===== src/rtl/core/lpkit_pkg.sv =====
// Shared types and constants for the linear-probe key index table.
// Request/response payloads and the controller <-> datapath command bundles.
// No dependencies.
package lpkit_pkg;

  localparam int unsigned KeyW        = 32;
  localparam int unsigned StatusW     = 3;
  localparam int unsigned DataSlotW   = 10;
  localparam int unsigned EntryCountW = 11;

  // Request modes
  localparam logic [1:0] MODE_INSERT = 2'd0;
  localparam logic [1:0] MODE_FIND   = 2'd1;
  localparam logic [1:0] MODE_CLEAR  = 2'd2;
  localparam logic [1:0] MODE_NONE   = 2'd3;

  // Response status codes
  localparam logic [StatusW-1:0] STS_NEW     = 3'd0;
  localparam logic [StatusW-1:0] STS_UPDATED = 3'd1;
  localparam logic [StatusW-1:0] STS_FULL    = 3'd2;
  localparam logic [StatusW-1:0] STS_FOUND   = 3'd3;
  localparam logic [StatusW-1:0] STS_ABSENT  = 3'd4;
  localparam logic [StatusW-1:0] STS_ZERO    = 3'd5;
  localparam logic [StatusW-1:0] STS_CLEARED = 3'd6;

  // Running minimum starts at the largest signed key
  localparam logic signed [KeyW-1:0] KEY_MAX = 32'sh7FFF_FFFF;

  typedef struct packed {
    logic [1:0]             mode;
    logic signed [KeyW-1:0] key;
  } req_t;

  typedef struct packed {
    logic [StatusW-1:0]     status;
    logic [DataSlotW-1:0]   data_slot;
    logic [EntryCountW-1:0] entry_count;
    logic signed [KeyW-1:0] min_key;
    logic signed [KeyW-1:0] max_key;
  } rsp_t;

  // Controller to datapath
  typedef struct packed {
    logic               cap;         // latch request key
    logic               clr_regs;    // clear count, min/max, rewind pointer
    logic               minmax;      // update running min/max from request key
    logic               hash_start;  // start home slot computation
    logic               probe_init;  // load pointer with home slot
    logic               rd;          // read table at pointer
    logic               adv;         // step pointer to next slot
    logic               hit;         // latch data index of matching slot
    logic               ins;         // write key and new data index at pointer
    logic               sweep_step;  // zero key at pointer, step pointer
    logic               res;         // load response register
    logic [StatusW-1:0] res_status;
  } cmd_t;

  // Datapath to controller
  typedef struct packed {
    logic hash_done;
    logic key_match;
    logic slot_empty;
    logic last_probe;
    logic last_slot;
    logic full;
  } sts_t;

endpackage


===== src/rtl/core/lpkit_ctrl.sv =====
// Controller FSM: sequences hash, probe, insert and clear sweeps in the datapath.
// Owns the request/response handshakes and the pending status code.
// Depends on lpkit_pkg.
module lpkit_ctrl (
  input  logic            clk_i,
  input  logic            rst_ni,
  input  logic            in_valid_i,
  output logic            in_ready_o,
  input  lpkit_pkg::req_t in_req_i,
  output logic            out_valid_o,
  input  logic            out_ready_i,
  input  lpkit_pkg::sts_t sts_i,
  output lpkit_pkg::cmd_t cmd_o
);
  import lpkit_pkg::*;

  typedef enum logic [2:0] {
    ST_INIT,   // clearing pass after reset
    ST_IDLE,
    ST_HASH,
    ST_READ,
    ST_CHECK,
    ST_SWEEP,  // clearing pass for a clear request
    ST_DONE
  } state_e;

  state_e             state_q, state_d;
  logic [StatusW-1:0] status_q, status_d;
  logic               insert_q, insert_d;
  logic               out_valid_q, out_valid_d;
  logic               accept;

  assign in_ready_o  = state_q == ST_IDLE;
  assign accept      = in_valid_i && in_ready_o;
  assign out_valid_o = out_valid_q;

  // Next state and datapath commands
  always_comb begin
    cmd_o       = '0;
    state_d     = state_q;
    status_d    = status_q;
    insert_d    = insert_q;
    out_valid_d = out_valid_q;
    if (out_valid_q && out_ready_i) out_valid_d = 1'b0;

    unique case (state_q)
      ST_INIT: begin
        cmd_o.sweep_step = 1'b1;
        if (sts_i.last_slot) state_d = ST_IDLE;
      end
      ST_IDLE: begin
        if (accept) begin
          cmd_o.cap = 1'b1;
          insert_d  = in_req_i.mode == MODE_INSERT;
          priority if (in_req_i.mode == MODE_CLEAR) begin
            cmd_o.clr_regs = 1'b1;
            state_d        = ST_SWEEP;
          end else if (in_req_i.mode == MODE_NONE) begin
            state_d = ST_IDLE;
          end else if (in_req_i.key == '0) begin
            status_d = STS_ZERO;
            state_d  = ST_DONE;
          end else if (in_req_i.mode == MODE_INSERT && sts_i.full) begin
            cmd_o.minmax = 1'b1;
            status_d     = STS_FULL;
            state_d      = ST_DONE;
          end else begin
            cmd_o.minmax     = in_req_i.mode == MODE_INSERT;
            cmd_o.hash_start = 1'b1;
            state_d          = ST_HASH;
          end
        end
      end
      ST_HASH: begin
        if (sts_i.hash_done) begin
          cmd_o.probe_init = 1'b1;
          state_d          = ST_READ;
        end
      end
      ST_READ: begin
        cmd_o.rd = 1'b1;
        state_d  = ST_CHECK;
      end
      ST_CHECK: begin
        priority if (sts_i.key_match) begin
          cmd_o.hit = 1'b1;
          status_d  = insert_q ? STS_UPDATED : STS_FOUND;
          state_d   = ST_DONE;
        end else if (insert_q && sts_i.slot_empty) begin
          cmd_o.ins = 1'b1;
          status_d  = STS_NEW;
          state_d   = ST_DONE;
        end else if (sts_i.last_probe) begin
          status_d = insert_q ? STS_FULL : STS_ABSENT;
          state_d  = ST_DONE;
        end else begin
          cmd_o.adv = 1'b1;
          state_d   = ST_READ;
        end
      end
      ST_SWEEP: begin
        cmd_o.sweep_step = 1'b1;
        if (sts_i.last_slot) begin
          status_d = STS_CLEARED;
          state_d  = ST_DONE;
        end
      end
      ST_DONE: begin
        // Load the response once the output register is free
        if (!out_valid_q || out_ready_i) begin
          cmd_o.res        = 1'b1;
          cmd_o.res_status = status_q;
          out_valid_d      = 1'b1;
          state_d          = ST_IDLE;
        end
      end
      default: state_d = ST_IDLE;
    endcase
  end

  always_ff @(posedge clk_i or negedge rst_ni) begin
    if (!rst_ni) begin
      state_q     <= ST_INIT;
      status_q    <= STS_ZERO;
      insert_q    <= 1'b0;
      out_valid_q <= 1'b0;
    end else begin
      state_q     <= state_d;
      status_q    <= status_d;
      insert_q    <= insert_d;
      out_valid_q <= out_valid_d;
    end
  end

  // Home slot only arrives while the FSM waits for it
  a_hash_in_wait: assert property (@(posedge clk_i) disable iff (!rst_ni)
    sts_i.hash_done |-> state_q == ST_HASH)
    else $error("hash result outside hash wait");

  // A pending response is never overwritten while blocked
  a_done_holds: assert property (@(posedge clk_i) disable iff (!rst_ni)
    state_q == ST_DONE && out_valid_q && !out_ready_i |=> state_q == ST_DONE)
    else $error("left done state while response stalled");

  // Every meaningful request starts work
  a_req_starts: assert property (@(posedge clk_i) disable iff (!rst_ni)
    accept && in_req_i.mode != MODE_NONE |=> state_q != ST_IDLE)
    else $error("accepted request produced no work");

endmodule

===== config.mk =====
export PLATFORM = sky130hd
export DESIGN_NAME = lpkit_ctrl
export DESIGN_NICKNAME = d
export VERILOG_FILES = /design/src/rtl/core/lpkit_pkg.sv /design/src/rtl/core/lpkit_ctrl.sv
export SDC_FILE = /design/constraint.sdc
export NUM_CORES = 1
export LEC_CHECK = 0
export ABC_AREA = 0
export BUFFER_PORTS_ARGS = -buffer_cell sky130_fd_sc_hd__buf_2
export CAP_MARGIN = 20
export CELL_PAD_IN_SITES_DETAIL_PLACEMENT = 1
export CELL_PAD_IN_SITES_GLOBAL_PLACEMENT = 1
export CORE_ASPECT_RATIO = 0.9
export CORE_MARGIN = 2
export CORE_UTILIZATION = 23
export DETAILED_ROUTE_END_ITERATION = 7
export PLACE_DENSITY_LB_ADDON = 0.05
export SYNTH_ARGS = -nofsm -noshare
export SYNTH_HDL_FRONTEND = slang
export SYNTH_SLANG_ARGS = --single-unit

===== constraint.sdc =====
create_clock -name clk_i -period 1.7 [get_ports clk_i]
set_input_delay 0.255 -clock clk_i [delete_from_list [all_inputs] [get_ports clk_i]]
set_output_delay 0.255 -clock clk_i [all_outputs]
set_load 0.03 [all_outputs]

---- Word-level counts from Yosys, hierarchy flattened ----
Cells that the tools add are included.
W data, S select, Z words.
word-level totals
  register bits ........................... 8
  latch bits .............................. 0
  memory bits (writable) .................. 0
  bits in read-only memories .............. 0
  output and inout port bits .............. 16
  logic and storage cells ................. 83
  memories kept ........................... 0
cells by class
  $add $sub $neg .......................... 0
  $mul .................................... 0
  div/mod/pow operators ................... 0
  order comparisons ....................... 0
  equal/unequal tests ..................... 17
  shift-type cells ........................ 0
  mux-type cells .......................... 48
  bitwise operators ....................... 0
  reductions and logical operators ........ 14
operators with widths
  cell                  number
  $mux W3               22
  $logic_not A32 Y1     1
  $pmux W3 S7           1
  $mux W1               16
  $mux W4               4
  $ne A2 B2 Y1 const B  6
  $eq A3 B3 Y1 const B  3
  $pmux W3 S3           1
  $mux W2               4
  $reduce_and A7 Y1     1
  $eq A3 B2 Y1 const B  2
  $reduce_and A5 Y1     1
  $eq A2 B2 Y1 const B  2
  $logic_and A1 B1 Y1   4
  $ne A4 B4 Y1 const B  1
  $eq A3 B1 Y1 const B  1
  $logic_not A3 Y1      1
  $ne A3 B1 Y1 const B  1
  $reduce_bool A3 Y1    1
  $logic_not A2 Y1      1
  $ne A2 B1 Y1 const B  1
  $reduce_and A2 Y1     1
  $reduce_or A2 Y1      1
  $logic_not A1 Y1      1
  $logic_or A1 B1 Y1    1

---- Logic depth before layout (Yosys ltp) ----
  depth in word-level cells ............... 8
  gate-level depth with buffers ........... 6

---- Worst setup path after synthesis ----
OpenSTA, ideal clock, no wires.
  path kind ............................... register -> output
  start point ............................. register state_q[2]
  end point ............................... output port cmd_o[10] (netlist bit)
  arrival time ............................ 2191 ps
  data required time ...................... 1445 ps
  setup slack ............................. -746 ps
  cell stages (with the launch flop) ...... 6
  cells stage by stage .................... dfrtp_1 and2b_1 nand2b_2 inv_1 nand2_1 nor4_1
RTL lines
  element                   line               RTL
  start: declaration        lpkit_ctrl.sv:27   state_e state_q, state_d;
  start signal: assignment  lpkit_ctrl.sv:128  state_q <= state_d;
  end: declaration          lpkit_ctrl.sv:13   output lpkit_pkg::cmd_t cmd_o

==> Implementation_results.wiki <==
{| class="wikitable"
! Metric !! Value
|-
| Kind of critical path || reg2out
|-
| Syn Nets || 139
|-
| Class of the most critical hold timing path || in2reg
|-
| Min Tclk post-route || 1.74 ns
|-
| Count of unique library cells instantiated by Yosys || 37
|-
| DRT met1 WL || 1370 µm
|-
| Hold Violations, Final || 0
|-
| Cell Rows || 19
|-
| Clock sink total || 8
|-
| Number of detailed-route iterations in the first pass || 4
|-
| Count of antenna-violating nets left after detailed routing || 0
|-
| CP endpoint kind || primary output
|-
| Area overhead of the layout relative to synthesis || 97.5%
|-
| Arrival @ worst endpoint || 1.48 ns
|-
| Post-Syn Area || 758 µm²
|-
| Via total after detailed routing || 1043
|-
| Final antenna diode count || 0
|-
| Result of the run || finished, violations left
|-
| Share of the cycle needed by the critical path after routing || 102%
|-
| Core region area || 3090 µm²
|-
| Critical Path Start Type || register
|-
| Initial core utilization || 24.5%
|-
| Total global routing overflow || 0
|-
| Worst R2R End || state_q[0]
|-
| Startpoint of the worst setup timing path || state_q[0]
|-
| Sequential cell area fraction in the yosys report || 26.7%
|-
| Number of placed instances, taps included || 204
|-
| Power density over the cells || 1350 nW/µm²
|-
| Endpoint of the worst setup timing path || cmd_o[10]
|-
| Cell count after synthesis || 95
|-
| Highest Signal Layer || met4
|-
| Max-slew violation count || 0
|-
| Library cell used as clock root buffer || sky130_fd_sc_hd__clkbuf_4
|-
| Fmax || 0.576 GHz
|-
| Met3 wire length || 113 µm
|-
| Average vias per placed instance || 4.78
|-
| R2r startpoint || state_q[0]
|-
| Number of endpoints failing setup at the final stage || 6
|-
| Placer Congestion || 0.742
|-
| Required time of the worst setup path || 1.44 ns
|-
| Largest net degree at the start of global routing || 13
|-
| Wire length reported by the detailed router || 3220 µm
|-
| Failing checks || negative setup slack
|-
| WL met2 || 1730 µm
|-
| Lkg Pwr || 0.684 nW
|-
| Post-synthesis sequential element count || 8
|-
| Biggest fanout along the worst timing path || 5
|-
| Fraction of final layout cells sized beyond drive strength 1 || 64.2%
|-
| R2R cell count || 7
|-
| Number of nets at the end of the flow || 221
|-
| Maximum level of the CTS H-tree || 1
|-
| Height of the die || 58.5 µm
|-
| Initial DRC Count || 29
|-
| Via count of the first global-routing pass || 1125
|-
| Clock slew at the register clock pins of the worst setup and hold paths || 0.06 ns
|-
| TritonCTS buffer count || 3
|-
| Die X || 64.5 µm
|-
| Global-route total usage across every layer || 18.3%
|-
| Final Skew || 0.00997 ns
|-
| Worst Hold Path Cells || 2
|-
| DRC Markers || 0
|-
| Max-cap viol count || 0
|-
| Detail Placement HPWL || 2610 µm
|-
| Hold WS || 0.270 ns
|-
| Total of buffers placed on input and output ports || 59
|-
| Wire length of the first global-routing pass || 5400 µm
|-
| Final Instance Count excl. Fillers || 218
|-
| Ports || 60
|-
| Die area || 3770 µm²
|-
| Final routed wire length divided by cell count || 14.7 µm
|-
| Final worst-path setup slack || -0.0352 ns
|-
| Worst max-slew margin expressed relative to the limit || 75.6%
|-
| TritonCTS clock tree || done
|-
| Unrepaired setup endpoints after global routing || true
|-
| Clock latency reported for the late side of the worst-skew pair || 0.26 ns
|-
| Synthesized area per cell || 7.98 µm²
|-
| Worst-case vdd ir drop || 0.791 mV
|-
| Worst R2R Setup Slack || 0.04 ns
|-
| Slew of the pin with the lowest slew margin || 0.365 ns
|-
| Yosys warns || 0
|-
| Number of antenna violations at the first check in global routing || 0
|-
| Largest buffer count on any clock path || 2
|}
[placed cells by master, fill, tap and decap left out, types with 2 or more instances in the layout]
cell type / n
sky130_fd_sc_hd__buf_4: 23
sky130_fd_sc_hd__nor2b_1: 6
sky130_fd_sc_hd__dfrtp_2: 2
sky130_fd_sc_hd__nand2_1: 4
sky130_fd_sc_hd__and2b_2: 2
sky130_fd_sc_hd__dfrtp_1: 4
sky130_fd_sc_hd__nand2b_4: 2
sky130_fd_sc_hd__buf_6: 13
sky130_fd_sc_hd__o21ai_0: 7
sky130_fd_sc_hd__dfstp_2: 2
sky130_fd_sc_hd__nor4_4: 2
sky130_fd_sc_hd__o31ai_1: 2
sky130_fd_sc_hd__nor2_1: 6
sky130_fd_sc_hd__and2_4: 3
sky130_fd_sc_hd__nand4_1: 2
sky130_fd_sc_hd__nor2_2: 2
sky130_fd_sc_hd__a21oi_1: 6
sky130_fd_sc_hd__mux2i_1: 2
sky130_fd_sc_hd__buf_2: 45
sky130_fd_sc_hd__nor4_1: 8
sky130_fd_sc_hd__clkbuf_4: 3
[critical path, stage by stage (launching register included)]
cell                         delay [ns]
sky130_fd_sc_hd__dfrtp_2           0.44
sky130_fd_sc_hd__and2b_2           0.23
sky130_fd_sc_hd__nand2b_4          0.09
sky130_fd_sc_hd__clkinvlp_4        0.13
sky130_fd_sc_hd__nand2_4           0.12
sky130_fd_sc_hd__nor4_4            0.04
sky130_fd_sc_hd__buf_4             0.17
[how the worst min path moves through the flow]
stage / startpoint / end
floorplan: rst_ni / insert_q
global placement: rst_ni / status_q[1]
detailed placement: rst_ni / insert_q
CTS: in_req_i[32] / insert_q
global route: in_req_i[32] / insert_q
finish: in_req_i[32] / insert_q
[stage by stage]
stage | setup TNS [ns] | cell area [µm²] | setup WS (ns) | power [W] | util (%)
3_3_place_gp | 0 | 1260 | 0.0430 | 0.00149 | 40.6
6_report | -0.148 | 1500 | -0.0352 | 0.00202 | 48.5
5_1_grt | -0.911 | 1500 | -0.108 | 0.00217 | 48.5
3_5_place_dp | -0.0183 | 1260 | -0.0183 | 0.00152 | 40.6
2_1_floorplan | -0.0550 | 831 | -0.0448 | 0.00110 | -
4_1_cts | -0.319 | 1460 | -0.0491 | 0.00196 | 47.4
[synth_stat cells]
master | number | area [µm²]
sky130_fd_sc_hd__a2111o_1 | 1 | 11.3
sky130_fd_sc_hd__a2111oi_0 | 1 | 8.76
sky130_fd_sc_hd__a211oi_1 | 1 | 7.51
sky130_fd_sc_hd__a21oi_1 | 6 | 30.0
sky130_fd_sc_hd__a221o_1 | 1 | 10.0
sky130_fd_sc_hd__a22o_1 | 1 | 8.76
sky130_fd_sc_hd__a32oi_2 | 1 | 16.3
sky130_fd_sc_hd__and2_1 | 4 | 25.0
sky130_fd_sc_hd__and2b_1 | 1 | 7.51
sky130_fd_sc_hd__and2b_2 | 1 | 8.76
sky130_fd_sc_hd__and3_1 | 1 | 6.26
sky130_fd_sc_hd__buf_1 | 1 | 3.75
sky130_fd_sc_hd__buf_2 | 1 | 5.00
sky130_fd_sc_hd__clkbuf_1 | 3 | 11.3
sky130_fd_sc_hd__dfrtp_1 | 6 | 150
sky130_fd_sc_hd__dfstp_2 | 2 | 52.6
sky130_fd_sc_hd__inv_1 | 3 | 11.3
sky130_fd_sc_hd__mux2_4 | 1 | 15.0
sky130_fd_sc_hd__mux2i_1 | 2 | 20.0
sky130_fd_sc_hd__nand2_1 | 5 | 18.8
sky130_fd_sc_hd__nand2b_1 | 3 | 18.8
sky130_fd_sc_hd__nand2b_2 | 1 | 8.76
sky130_fd_sc_hd__nand3b_1 | 1 | 7.51
sky130_fd_sc_hd__nand4_1 | 2 | 12.5
sky130_fd_sc_hd__nand4bb_1 | 1 | 11.3
sky130_fd_sc_hd__nor2_1 | 7 | 26.3
sky130_fd_sc_hd__nor2_2 | 2 | 12.5
sky130_fd_sc_hd__nor2b_1 | 7 | 43.8
sky130_fd_sc_hd__nor3_1 | 2 | 10.0
sky130_fd_sc_hd__nor3b_1 | 1 | 7.51
sky130_fd_sc_hd__nor4_1 | 11 | 68.8
sky130_fd_sc_hd__nor4bb_1 | 1 | 10.0
sky130_fd_sc_hd__o21ai_0 | 8 | 40.0
sky130_fd_sc_hd__o21bai_1 | 1 | 7.51
sky130_fd_sc_hd__o2bb2ai_1 | 1 | 8.76
sky130_fd_sc_hd__o31ai_1 | 2 | 15.0
sky130_fd_sc_hd__o31ai_4 | 1 | 21.3
[final cells by class]
cell class	instances	area [µm²]
Sequential cell	8	205
Tap cell	42	52.6
Multi-Input combinational cell	79	644
Fill cell	388	1590
Timing Repair Buffer	82	554
Inverter	3	15.0
Clock buffer	4	26.3
[timing repair]
item / in CTS / in global routing
buffers inserted: 8 / 1
hold buffers: 1 / 0
resized for setup: 33 / 13
endpoints found under the hold margin: 6 / 0
setup endpoints to repair: 13 / 18
pin swaps: 7 / 1
[per-layer routing]
metal,vias to the layer above,track usage [%]
met5,-,0
met4,0,2.74
met3,2,3.06
met2,26,34.1
met1,498,22.9
li1,517,-
[logic make-up (layout without fill, tap and decap cells)]
kind of cell | Yosys count | after routing | share of synthesized area [%]
AO/OA/AOI/OAI | 25 | 25 | 24.4
buffers and inverters | 8 | 89 | 4.12
flip-flops | 8 | 8 | 26.7
multiplexers | 3 | 3 | 4.62
AND/OR/NAND/NOR | 51 | 51 | 40.1
[state kept, by name (all words and copies together), names as in the netlist]
name and cells:
insert_q 1, out_valid_o 1, status_q 3, state_q 3
[power breakdown]
| group | leakage (nW) | switching [W] | internal (W) |
|---|---|---|---|
| Clock | 0.0150 | 0.0000664 | 0.0000899 |
| Combinational | 0.578 | 0.000769 | 0.000733 |
| Sequential | 0.0918 | 0.0000724 | 0.000292 |
| Total | 0.684 | 0.000908 | 0.00111 |
No activity file was read; power rests on OpenSTA's default activity.
